===== src/assert_macros.svh =====
// ----------------------------------------------------------------------------
// assert_macros.svh
// Concurrent assertion macros shared by the allocator RTL.
// ----------------------------------------------------------------------------
`ifndef ASSERT_MACROS_SVH
`define ASSERT_MACROS_SVH

// antecedent implies consequent in the same cycle
`define NFSA_ASSERT_SAME(lbl, clk, rst_n, ante, cons) \
    lbl: assert property (@(posedge clk) disable iff (!rst_n) (ante) |-> (cons)) \
        else $error("nfsa assertion failed");

// antecedent implies consequent in the next cycle
`define NFSA_ASSERT_NEXT(lbl, clk, rst_n, ante, cons) \
    lbl: assert property (@(posedge clk) disable iff (!rst_n) (ante) |=> (cons)) \
        else $error("nfsa assertion failed");

`endif


===== src/nfsa_pkg.sv =====
// ----------------------------------------------------------------------------
// nfsa_pkg
// Types, constants and helpers of the next-fit slot allocator.
// ----------------------------------------------------------------------------
package nfsa_pkg;

    localparam int SLOTS     = 1024;
    localparam int SLOT_W    = $clog2(SLOTS);
    localparam int CNT_W     = SLOT_W + 1;
    localparam int WORD_W    = 32;
    localparam int BIT_W     = $clog2(WORD_W);
    localparam int NUM_WORDS = SLOTS / WORD_W;
    localparam int WADDR_W   = $clog2(NUM_WORDS);

    localparam logic MODE_ALLOC = 1'b0;
    localparam logic MODE_FREE  = 1'b1;

    typedef enum logic [1:0] {
        ST_OK       = 2'd0,
        ST_FULL     = 2'd1,
        ST_BAD_FREE = 2'd2
    } t_status;

    typedef logic [WORD_W-1:0]  t_word;
    typedef logic [WADDR_W-1:0] t_waddr;
    typedef logic [SLOT_W-1:0]  t_slot;
    typedef logic [CNT_W-1:0]   t_cnt;

    typedef struct packed {
        logic   rd_en;
        t_waddr rd_addr;
        logic   wr_en;
        t_waddr wr_addr;
        t_word  wr_data;
    } t_mem_req;

    typedef struct packed {
        t_status status;
        t_slot   granted_slot;
        t_cnt    used_count;
    } t_result;

    function automatic logic [BIT_W-1:0] lowest_set(input t_word w);
        logic [BIT_W-1:0] idx;
        idx = '0;
        for (int i = WORD_W - 1; i >= 0; i--) begin
            if (w[i]) begin
                idx = BIT_W'(i);
            end
        end
        return idx;
    endfunction

endpackage


===== src/nfsa_bitmap.sv =====
// ----------------------------------------------------------------------------
// nfsa_bitmap
// Used-bit memory, one 32-bit word per row, registered read, row valid bits.
// ----------------------------------------------------------------------------
module nfsa_bitmap import nfsa_pkg::*; (
    input  logic     i_clk,
    input  logic     i_rst_n,
    input  t_mem_req i_mem,
    output t_word    o_rd_data
);

    t_word                r_mem [NUM_WORDS];
    logic [NUM_WORDS-1:0] r_row_vld;
    t_word                r_rd_raw;
    logic                 r_rd_vld;

    always_ff @(posedge i_clk) begin
        if (i_mem.wr_en) begin
            r_mem[i_mem.wr_addr] <= i_mem.wr_data;
        end
        if (i_mem.rd_en) begin
            r_rd_raw <= r_mem[i_mem.rd_addr];
        end
    end

    always_ff @(posedge i_clk) begin
        if (!i_rst_n) begin
            r_row_vld <= '0;
            r_rd_vld  <= 1'b0;
        end else begin
            if (i_mem.wr_en) begin
                r_row_vld[i_mem.wr_addr] <= 1'b1;
            end
            if (i_mem.rd_en) begin
                r_rd_vld <= r_row_vld[i_mem.rd_addr];
            end
        end
    end

    assign o_rd_data = r_rd_vld ? r_rd_raw : '0;

endmodule


===== config.mk =====
export PLATFORM = sky130hd
export DESIGN_NAME = nfsa_bitmap
export DESIGN_NICKNAME = d
export VERILOG_FILES = /design/src/assert_macros.svh /design/src/nfsa_pkg.sv /design/src/nfsa_bitmap.sv
export SDC_FILE = /design/constraint.sdc
export NUM_CORES = 1
export LEC_CHECK = 0
export ABC_CLOCK_PERIOD_IN_PS = 4210
export BUFFER_PORTS_ARGS = -buffer_cell sky130_fd_sc_hd__buf_4
export CORE_ASPECT_RATIO = 0.6
export CORE_UTILIZATION = 60
export DETAILED_ROUTE_END_ITERATION = 8
export GPL_TIMING_DRIVEN = 0
export PLACE_DENSITY = 0.77
export SYNTH_ARGS = -nofsm -noshare
export SYNTH_HDL_FRONTEND = slang
export SYNTH_SLANG_ARGS = --single-unit

===== constraint.sdc =====
create_clock -name i_clk -period 4.21 [get_ports i_clk]
set_input_delay 0.6315 -clock i_clk [delete_from_list [all_inputs] [get_ports i_clk]]
set_output_delay 0.6315 -clock i_clk [all_outputs]
set_load 0.1 [all_outputs]

Yosys cells after proc, flatten, opt, wreduce, memory -nomap -nowiden

Memories as Yosys holds them, arrays and structs flattened. A register that Yosys moved wholly into a read port is not among the register bits.
Cells that the tools add are included.

Logic and storage cells: 15
Input port bits: 46
Bits in registers: 33
Bits in writable memories: 1024
Output and inout bits: 32
Memories kept: 1

Memory list:

| name  | words | bits a word | read ports | clocked after Yosys merged registers in | write ports | RTL line          | source |
|---|---|---|---|---|---|---|---|
| r_mem | 32    | 32          | 1          | 1                                       | 1           | nfsa_bitmap.sv:12 | `t_word r_mem [NUM_WORDS];` |

Bitwise operators: 1
Muxes and demuxes: 7
Reductions and logical operators: 1
$lt $le $gt $ge: 3

Operator list:

| operator             | number |
|---|---|
| $mux W32             | 1 |
| $or A32 B32 Y32      | 1 |
| $lt A5 B6 Y1 const B | 2 |
| $bmux W1 S5          | 1 |
| $demux W1 S5         | 1 |
| $ge A5 B1 Y1 const B | 1 |
| $mux W1              | 4 |
| $logic_and A1 B1 Y1  | 1 |

Longest topological paths before layout

Depth in word-level cells: 5
Mapped depth: 9
Mapped depth without buffers: 5

Worst setup path before layout

OpenSTA, ideal clock, no wires.

Kind: input-to-reg
Start point: in i_mem[32] in the netlist's numbering
End point: mem r_mem[12][0] in the netlist's numbering (enable)
Library setup time: 0.423 ns
Slack: 1.112 ns
Cell stages on the path: 3
Path buffers: 1
Required time: 3.787 ns
Arrival time: 2.676 ns
Cells stage by stage: or3b_2 clkbuf_1 nor2_1

RTL lines:

| item        | RTL line          | source |
|---|---|---|
| from (decl) | nfsa_bitmap.sv:8  | `input t_mem_req i_mem,` |
| to (decl)   | nfsa_bitmap.sv:12 |  |

No word-level cell before the write port.

==> impl_metrics.yaml <==
outcome:
  status: "finished clean"
floorplan:
  dieArea_um2: 69900
  ioPinCount: 78
  core_area_um2: 68100
  die_x_um: 341
  fp-row-count: 74
  die_h_um: 205
  start_util_pct: 60.7
synthesis:
  synth_simple_gate_area_share_pct: 1.18
  synth_seq_cells: 1089
  synth_cells: 1678
  synth_top_family_by_area: "multiplexers"
  syn_nets: 1724
  synth_area_um2: 41300
  ys_seq_area_share_pct: 78.4
  ys_types: 26
  yosys_warnings: 0
  avgSynthCellArea_um2: 24.6
  synthAdderAreaFrac_pct: 0
  muxShareOfSynthArea_pct: 18.7
  synth_compound_area_share_pct: 0.736
  synth_xor_xnor_area_share_pct: 0
drt:
  drcViolationCount: 0
  first_pass_iters: 5
  wl_per_cell_um: 36.4
  first_iter_violations: 3122
  vias: 20100
  routed_wirelength_mm: 104
  via_per_inst: 7.03
  drt.antenna.violating_nets: 0
layout:
  multi_input_area_um2: 8760
  seq_area_um2: 32400
  fillers: 3925
  antennaDiodeCount: 0
  nNetsFinal: 1927
  syn_to_final_growth_pct: 13.6
  drive_above_1_share_pct: 33.6
critical_path:
  critPathCaptureType: "flip-flop"
  max_stage_delay_ps: 890
  critPathRequiredTime_ps: 4610
  worst-setup-path-type: "in -> reg"
  cp-start-kind: "input pin"
  cp_top_family: "buffers and inverters"
  cp_max_fo: 10
  cp_cell_sequence: "clkbuf_1, clkbuf_1, clkbuf_1, mux4_2, mux4_2, mux2_2"
  r2r_setup_slack_ps: 2180
  path_buf_inv: 3
  arrival_ps: 4150
  cp_num_cells: 6
  worstRegToRegCells: 3
  crit_top_cell: "clkbuf_1"
  crit_path_top_delay_cell: "clkbuf_1"
timing:
  max_slew_margin_pct: 14.7
  min_period_ps: 3750
  rsz0062_at_grt: "false"
  hold-worst-slack_ps: 301
  fin_ws_ps: 459
  worstMarginPinSlew_ps: 1280
  clock.fmax_ghz: 0.267
  fin_crit_sh_pct: 89.1
  slew_violations: 0
  worst_clock_skew_ps: 30.1
  hold_viol_final: 0
  setup_viol: 0
global_route:
  first_global_vias: 20300
  grt_max_degree: 35
  grt_pass1_wl_mm: 147
  grt.overflow.total: 0
  antenna_found_initial: 2
  grt_usage_pct: 30.7
cts:
  postCtsHoldBufs: 0
  cts_made_buffers: 93
  cts.sink_count: 1089
  clk_pin_slew_ps: 70
  clock-root-buffer: "clkbuf_16"
  clk_latency_ps: 670
  tritoncts: "built"
  htreeDepth: 3
  cts_buffer_depth: 3
  ctsResizeCount: 0
  cts_setup_buffers: 0
placement:
  dp_slack_ps: -75.2
  gp_congestion: 0.803
  port_buffers: 72
  hpwlAfterDp_mm: 61.1
pwr:
  p_leak_nw: 14.7
  max-vdd-ir-drop_v: 0.000395
  p_total_mw: 21.9
  powerDensity_nw_per_um2: 467
min_path:
  min_path_type: "in -> reg"
  min_path_cells: 2
flow_run:
  cap_violations: 0
## per-stage QoR
step           cell area [µm²]  util (%)  TNS (ps)  instances
6_report                 46900      69.0         0       2859
2_1_floorplan            41300         -         0       1678
5_1_grt                  46900      69.0         0       2859
3_3_place_gp             43000      63.2   -735980       2662
4_1_cts                  46900      69.0         0       2859
3_5_place_dp             44000      64.7      -311       2698
## cells in the final DEF, fill, tap and decap left out
cell           n
bufinv_16      9
clkbuf_1      67
and2_1        33
buf_6          8
a31oi_1        1
buf_16         8
clkinv_8       1
clkinv_2      16
dfxtp_1       33
mux2i_1       16
clkinv_4       1
a211oi_1       1
o21a_1        32
clkinvlp_4     1
or3_1          1
clkbuf_16     95
nor2b_1        2
a22oi_1        4
nand3_1        6
nor2_1         2
buf_2         22
mux4_2       320
nor2_4        32
a21oi_1        3
clkinv_1      14
o21ai_0        1
buf_12        28
buf_1          6
and3_1         1
or3b_2         3
nand2_1        6
nand3b_1       5
inv_6          6
nand2b_1       2
mux2_2        32
edfxtp_1    1056
buf_4         73
## layer usage
metal	vias up	wire length, µm	GRT usage (%)
li1	7602	-	-
met1	10600	38300	43.6
met2	1643	49200	47.9
met3	216	13200	7.58
met4	2	3380	10.1
met5	-	13	0
## path summary, 6_finish.rpt
kind,startpoint,end
setup / recovery,i_mem[39],r_rd_raw[5]
hold / removal,i_rst_n,r_row_vld[0]
setup reg to reg,r_mem[19][5],r_rd_raw[5]
hold reg to reg,r_row_vld[5],r_row_vld[5]
## Yosys cell counts, drive strengths merged
| cell type | count | share of area, % |
|---|---|---|
| nand2b | 2 | 0.030 |
| nand2 | 6 | 0.055 |
| a31oi | 1 | 0.015 |
| nor2b | 2 | 0.030 |
| a22oi | 4 | 0.073 |
| or3 | 1 | 0.015 |
| nor2 | 34 | 0.31 |
| mux2i | 16 | 0.39 |
| mux2 | 32 | 0.87 |
| nand3b | 5 | 0.091 |
| or3b | 3 | 0.064 |
| and2 | 33 | 0.50 |
| nand3 | 6 | 0.073 |
| edfxtp | 1056 | 77 |
| o21a | 32 | 0.58 |
| a21oi | 3 | 0.036 |
| and3 | 1 | 0.015 |
| buf | 37 | 0.56 |
| clkbuf | 49 | 0.45 |
| o21ai | 1 | 0.012 |
| dfxtp | 33 | 1.6 |
| mux4 | 320 | 17 |
| a211oi | 1 | 0.018 |
## area by class of cell
cell class | count | area share (%)
plain buffers | 86 | 0.882
clock buffers | 113 | 5.21
clock inverters | 48 | 1.04
multi-input cells | 503 | 18.7
flip-flops and latches | 1089 | 69.0
well taps | 912 | 2.43
repair buffers | 108 | 2.81
## flip-flops by register name (all words and copies together) (netlist names)
register,flops
r_mem,1024
r_rd_raw,32
r_rd_vld,1
r_row_vld,32
## logic make-up (layout without fill, tap and decap cells)
kind of cell,Yosys count,count (layout)
AOI/OAI and AO/OA,42,42
buffers and inverters,86,355
DFF,1089,1089
muxes,368,368
and+or+nand+nor,93,93
## power breakdown
group | total, mW | internal, mW | leakage [nW] | switching [mW]
combinational | 1.30 | 0.497 | 3.41 | 0.801
clock | 8.54 | 4.69 | 1.44 | 3.85
sequential | 12.1 | 12.0 | 9.80 | 0.0465
total | 21.9 | 17.2 | 14.7 | 4.70
Note: power is estimated with default switching activity, not from simulation.
